==> config.mk <==
export PLATFORM = sky130hd
export DESIGN_NAME = tga_rle_packet_decoder_core
export DESIGN_NICKNAME = d
export VERILOG_FILES = /design/src/hdl/tgarle_pkg.sv /design/src/hdl/tgarle_unpack.sv /design/src/hdl/tgarle_outq.sv /design/src/hdl/tga_rle_packet_decoder_core.sv
export SDC_FILE = /design/constraint.sdc
export NUM_CORES = 1
export LEC_CHECK = 0
export BUFFER_PORTS_ARGS = -buffer_cell sky130_fd_sc_hd__buf_2
export CAP_MARGIN = 30
export CORE_UTILIZATION = 54
export DETAILED_ROUTE_END_ITERATION = 10
export PLACE_DENSITY = 0.88
export SLEW_MARGIN = 20
export SYNTH_ARGS = -nofsm -noshare
export SYNTH_HDL_FRONTEND = slang
export SYNTH_SLANG_ARGS = --single-unit
==> constraint.sdc <==
create_clock -name clk -period 5.1 [get_ports clk]
set_clock_uncertainty 0.15 [all_clocks]
set_input_delay 0.51 -clock clk [delete_from_list [all_inputs] [get_ports clk]]
set_output_delay 0.51 -clock clk [all_outputs]
set_load 0.005 [all_outputs]
==> src/hdl/tgarle_pkg.sv <==
// Shared types, constants and helpers for the TGA run-length packet decoder.
package tgarle_pkg;

  localparam logic [7:0] HDR_RAW_LIMIT = 8'h80;
  localparam logic [7:0] REPEAT_BIAS   = 8'd127;
  localparam logic [2:0] MAX_PIX_BYTES = 3'd4;
  localparam logic [2:0] PIX_BYTES_RST = 3'd3;

  localparam logic REG_PIXEL_BYTES = 1'b0;

  typedef enum logic {
    PH_HEADER,
    PH_PIXEL
  } phase_t;

  typedef struct packed {
    logic        packet_end;
    logic [7:0]  repeat_count;
    logic [31:0] pixel_value;
  } result_t;

  // zero acts as one, five to seven act as four
  function automatic logic [2:0] eff_size(input logic [2:0] raw);
    logic [2:0] s;
    s = raw;
    if (raw == 3'd0) begin
      s = 3'd1;
    end else if (raw > MAX_PIX_BYTES) begin
      s = MAX_PIX_BYTES;
    end
    return s;
  endfunction

endpackage

==> src/hdl/tgarle_unpack.sv <==
// Packet parser: header decode, pixel byte assembly and result formation.
module tgarle_unpack
  import tgarle_pkg::*;
(
  input  logic       clk,
  input  logic       rst,
  input  logic       accept,
  input  logic [7:0] in_byte,
  input  logic [2:0] size,
  output logic       res_valid,
  output result_t    res
);

  phase_t      phase, phase_next;
  logic        raw_packet;
  logic [7:0]  remaining;
  logic [1:0]  byte_index;
  logic [31:0] assembly;

  logic        hdr_raw;
  logic [31:0] assembly_or;
  logic        last_byte;
  logic        pkt_end;

  always_comb begin
    phase_next = phase;
    case (phase)
      PH_HEADER: begin
        if (accept) phase_next = PH_PIXEL;
      end
      PH_PIXEL: begin
        if (accept && last_byte && pkt_end) phase_next = PH_HEADER;
      end
      default: phase_next = PH_HEADER;
    endcase
  end

  always_comb begin
    hdr_raw     = in_byte < HDR_RAW_LIMIT;
    assembly_or = assembly | ({24'd0, in_byte} << {byte_index, 3'b000});
    last_byte   = ({1'b0, byte_index} + 3'd1) >= size;
    pkt_end     = raw_packet ? (remaining == 8'd1) : 1'b1;
    res_valid   = accept && (phase == PH_PIXEL) && last_byte;
    res.pixel_value  = assembly_or;
    res.repeat_count = raw_packet ? 8'd1 : remaining;
    res.packet_end   = pkt_end;
  end

  always_ff @(posedge clk) begin
    if (rst) begin
      phase      <= PH_HEADER;
      raw_packet <= 1'b0;
      remaining  <= 8'd0;
      byte_index <= 2'd0;
      assembly   <= 32'd0;
    end else begin
      phase <= phase_next;
      if (accept) begin
        if (phase == PH_HEADER) begin
          raw_packet <= hdr_raw;
          remaining  <= hdr_raw ? in_byte + 8'd1 : in_byte - REPEAT_BIAS;
          byte_index <= 2'd0;
          assembly   <= 32'd0;
        end else if (!last_byte) begin
          byte_index <= byte_index + 2'd1;
          assembly   <= assembly_or;
        end else begin
          remaining  <= raw_packet ? remaining - 8'd1 : 8'd0;
          byte_index <= 2'd0;
          assembly   <= 32'd0;
        end
      end
    end
  end

  a_no_result_on_header: assert property (@(posedge clk) disable iff (rst)
    res_valid |-> phase == PH_PIXEL)
    else $error("result formed from a header byte");

  a_pixel_owed: assert property (@(posedge clk) disable iff (rst)
    phase == PH_PIXEL |-> remaining != 8'd0)
    else $error("pixel phase with no pixels owed");

  a_end_to_header: assert property (@(posedge clk) disable iff (rst)
    res_valid && res.packet_end |=> phase == PH_HEADER)
    else $error("packet end did not return to header");

endmodule

==> src/hdl/tgarle_outq.sv <==
// Two-entry result queue that decouples the parser from the output channel.
module tgarle_outq
  import tgarle_pkg::*;
(
  input  logic    clk,
  input  logic    rst,
  input  logic    push,
  input  result_t push_data,
  output logic    not_full,
  output logic    out_valid,
  input  logic    out_ready,
  output result_t out_data
);

  result_t    slot [2];
  logic       wr_ptr;
  logic       rd_ptr;
  logic [1:0] cnt;
  logic       pop;

  assign not_full  = cnt != 2'd2;
  assign out_valid = cnt != 2'd0;
  assign out_data  = slot[rd_ptr];
  assign pop       = out_valid && out_ready;

  always_ff @(posedge clk) begin
    if (push) slot[wr_ptr] <= push_data;
  end

  always_ff @(posedge clk) begin
    if (rst) begin
      wr_ptr <= 1'b0;
      rd_ptr <= 1'b0;
      cnt    <= 2'd0;
    end else begin
      if (push) wr_ptr <= ~wr_ptr;
      if (pop)  rd_ptr <= ~rd_ptr;
      case ({push, pop})
        2'b10:   cnt <= cnt + 2'd1;
        2'b01:   cnt <= cnt - 2'd1;
        default: cnt <= cnt;
      endcase
    end
  end

  a_no_overflow: assert property (@(posedge clk) disable iff (rst)
    push |-> cnt != 2'd2)
    else $error("result pushed into full queue");

  a_cnt_range: assert property (@(posedge clk) disable iff (rst)
    cnt != 2'd3)
    else $error("queue count out of range");

endmodule

==> src/hdl/tga_rle_packet_decoder_core.sv <==
// Top level of the TGA run-length packet decoder.
//
// Input stream s_*: one byte of run-length encoded image data per item.
// Output stream m_*: one item per decoded pixel; tdata carries the pixel
// word (first stream byte in bits 7:0) and its repeat count, tlast marks
// the pixel that closes its packet. Header bytes and non-final pixel bytes
// give no output item. Repeat packets are not expanded here.
// APB register at byte address 0: pixel_bytes (bits 2:0), reset value 3.
//
// Throughput: one byte per cycle, sustained while the output queue has room.
// Each result is written into the output queue and drives m_tvalid from there.
// A two-entry output queue holds results while the receiver stalls; the
// input keeps flowing until both entries are occupied, then s_tready drops
// (it is decoded combinationally from the registered queue fill).
// Reset is synchronous: the parser returns to expecting a header byte, the
// output queue empties, and pixel_bytes returns to 3.
module tga_rle_packet_decoder_core
  import tgarle_pkg::*;
(
  input  logic        clk,
  input  logic        rst,
  input  logic        s_tvalid,
  output logic        s_tready,
  input  logic [7:0]  s_tdata,   // [7:0] in_byte
  output logic        m_tvalid,
  input  logic        m_tready,
  output logic [39:0] m_tdata,   // [31:0] pixel_value, [39:32] repeat_count
  output logic        m_tlast,   // packet_end
  input  logic        psel,
  input  logic        penable,
  input  logic        pwrite,
  input  logic [2:0]  paddr,
  input  logic [31:0] pwdata,
  output logic [31:0] prdata,
  output logic        pready
);

  logic [2:0] pixel_bytes;
  logic       accept;
  logic       res_valid;
  result_t    res;
  result_t    out_res;

  assign pready = 1'b1;
  assign prdata = (paddr[2] == REG_PIXEL_BYTES) ? {29'd0, pixel_bytes} : 32'd0;

  always_ff @(posedge clk) begin
    if (rst) begin
      pixel_bytes <= PIX_BYTES_RST;
    end else if (psel && penable && pwrite && pready && paddr[2] == REG_PIXEL_BYTES) begin
      pixel_bytes <= pwdata[2:0];
    end
  end

  assign accept = s_tvalid && s_tready;

  tgarle_unpack u_unpack (
    .clk       (clk),
    .rst       (rst),
    .accept    (accept),
    .in_byte   (s_tdata),
    .size      (eff_size(pixel_bytes)),
    .res_valid (res_valid),
    .res       (res)
  );

  tgarle_outq u_outq (
    .clk       (clk),
    .rst       (rst),
    .push      (res_valid),
    .push_data (res),
    .not_full  (s_tready),
    .out_valid (m_tvalid),
    .out_ready (m_tready),
    .out_data  (out_res)
  );

  assign m_tdata = {out_res.repeat_count, out_res.pixel_value};
  assign m_tlast = out_res.packet_end;

endmodule
==> metrics.txt <==
kind of critical path=register to register; Final WS setup=1.77 ns; vias=3885; core area=10300 um^2; nets=591; CTS clk-pin slew, worst paths=0.06 ns; drt initial violations=338; fraction of registers with async set/reset=0%; crit end category=register; clock sink count=134; Antenna Cells=0; sequential power share=47.6%; total CTS buffers=17; first-pass GRT wire length=19.2 mm; # resized after CTS=0; multi-input logic area=1950 um^2; Port Buf Inserts=64; layout cells sized above 1=28.0%; top cell type's share of synthesized area=43.3%; worst-margin pin slew=0.726 ns; Max IR drop VDD=0.187 mV; clk root buf=clkbuf_8; gate count after technology mapping=470; combinational share of power=7.5%; post-place setup slack=1.80 ns; GP Congestion=0.814; initial antenna violation count=0; max incr delay on CP=0.67 ns; switching share of total power=24.7%; status=finished with violations; post-synth cell types=41; crit path launch type=register; crit-path most repeated cell=ha_1; clk buf depth=2; Synth Cell Area=5680 um^2; CP arrival=3.42 ns; Residual DRC=1; DRT Pass-1 Iters=8; number of synthesized flops with an enable pin=82; leakage=2.64 nW; Psw=0.618 mW; register area share after synthesis=61.6%; Internal Power=1.88 mW; worst hold path type=primary input to register; CTS tree=done; CTS Hold Bufs=0; post-route ant nets=0; FMAX=300 MHz; Die W=105 um; max-cap violations=0; fillers=722; critical-path maximum fanout=22; Die H=105 um; post-layout min period=3.33 ns; number of vias per cell=5.70; setup TNS=0 ns; Final Hold Vio Count=0; RSZ-0062 raised after global routing=false; drt wl/cell=17.8 um; Final Max Tran Viols=0; syn avg cell area=12.1 um^2; final wirelength=12.1 mm; post-synth top area cell=edfxtp_1; Syn. warnings=0; largest net degree at the start of global routing=42; FP Rows=37; WP data required=5.18 ns; setup bufs post-CTS=0; initial core utilization=55.3%; GRT overflow=0; violated checks=design-rule violations; vias in the first global route=3840; PwrDens=377 nW/um^2; All-Layer GR Usage=23.4%; final setup fails=0; dpl hpwl=7.35 mm; I/O Pins=126; top cells by area, synth=edfxtp_1, dfxtp_1, mux2_2; Crit-path slowest cell=nor2_4; Reg area=3500 um^2; synthesis-stage register bit count=134; worst-path cell chain=ha_1 -> ha_1 -> nand2_1 -> o21ai_0 -> nand3_1 -> nor2_4 -> buf_16; final period utilization=65.3%; Clk Latency, worst-skew pair=0.53 ns; Post-synth top flop=edfxtp_1; area grow syn2layout=16.7%; clock power share=44.9%; DIE AREA=10900 um^2; H-tree depth=4; Slew headroom=51.5%
## cell type report
type | count | area share, %
Tap cell | 136 | 2.57
Inverter | 8 | 0.453
Multi-Input combinational cell | 303 | 29.4
Sequential cell | 134 | 52.8
Clock buffer | 19 | 6.66
Timing Repair Buffer | 69 | 6.41
Clock inverter | 13 | 1.68
## sequential cells by signal, indices dropped and copies added, names as in the netlist, named ones only
| register | cells |
|---|---|
| u_outq.slot | 82 |
| u_unpack.assembly | 32 |
| u_unpack.remaining | 8 |
| pixel_bytes | 3 |
| u_outq.cnt | 2 |
| u_unpack.byte_index | 2 |
| u_outq.rd_ptr | 1 |
| u_outq.wr_ptr | 1 |
| u_unpack.phase | 1 |
| u_unpack.raw_packet | 1 |
## cells by family after synthesis
family	after synthesis	share of synthesized area, %
compound gates	98	10.7
xor+xnor	9	1.39
fa+ha+maj	8	1.76
buf+inv	61	6.16
flops	134	61.6
mux	43	8.48
other cells	2	0.132
simple gates	115	9.71
## metrics by stage
step	total power, mW	util [%]	cell area [um^2]	hold slack, ns	instances
floorplan	1.34	-	5790	0.322	498
global placement	1.38	58.2	5980	0.343	646
detailed placement	1.39	58.9	6050	0.348	649
CTS	2.50	64.3	6610	0.0232	681
global route	2.58	64.5	6630	0.0575	682
finish	2.50	64.5	6630	0.0396	682
## cells in the mapped netlist, drive strengths merged, types with 5 or more instances
library cell / count
edfxtp: 82
nor2: 60
dfxtp: 52
o21ai: 42
mux2: 41
buf: 37
a21o: 32
nand2: 19
clkbuf: 16
a21oi: 10
nor2b: 10
ha: 8
inv: 8
nand3: 7
xnor2: 5
## power groups by stage
stage               Clock, mW  Sequential (mW)  Combinational (mW)
floorplan                   0             1.20               0.142
global placement            0             1.21               0.164
detailed placement          0             1.22               0.176
CTS                      1.13             1.19               0.180
global route             1.18             1.19               0.204
finish                   1.12             1.19               0.189
## cells in the final DEF (no fill, tap or decap), types with 3 or more instances in the layout
cell type	count
edfxtp_1	82
buf_2	64
nor2_1	58
dfxtp_1	51
o21ai_0	41
mux2_2	41
a21o_1	32
conb_1	30
nand2_1	18
clkbuf_16	16
nor2b_1	10
a21oi_1	9
inv_1	8
ha_1	8
nand3_1	7
xnor2_1	5
inv_6	5
and2_1	4
nor3_1	4
xor2_1	4
clkinvlp_4	4
o211ai_1	3
o22ai_1	3
a211oi_1	3
clkbuf_8	3
clkinv_4	3
buf_16	3
## final timing paths
path / startpoint / end / slack [ns] / depth (start not counted)
max reg2reg: u_unpack.byte_index[0]$_SDFFE_PP0P_ / u_outq.slot[0][15]$_DFFE_PP_ / 1.77 / 7
max: u_unpack.byte_index[0]$_SDFFE_PP0P_ / u_outq.slot[0][15]$_DFFE_PP_ / 1.77 / 7
min reg2reg: u_outq.rd_ptr$_SDFFE_PP0P_ / register / 0.37 / 2
min: pwdata[1] / pixel_bytes[1]$_SDFFE_PP1P_ / 0.04 / 3
## critical path, delay by kind of cell, from the launching register on
family | cells | cell delay, ns
fa+ha+maj | 2 | 0.60
flops | 1 | 0.48
compound gates | 1 | 0.41
simple gates | 3 | 1.12
buf+inv | 1 | 0.25
## per-layer routing
layer | routed length (um) | up-vias | share of wire [%] | track usage [%]
li1 | - | 1743 | - | -
met1 | 4830 | 1870 | 40 | 27.6
met2 | 6080 | 225 | 50 | 38.8
met3 | 860 | 47 | 7.1 | 6.99
met4 | 346 | 0 | 2.9 | 12.2
met5 | 0 | - | 0 | 0
Note: power is estimated with default switching activity, not from simulation.
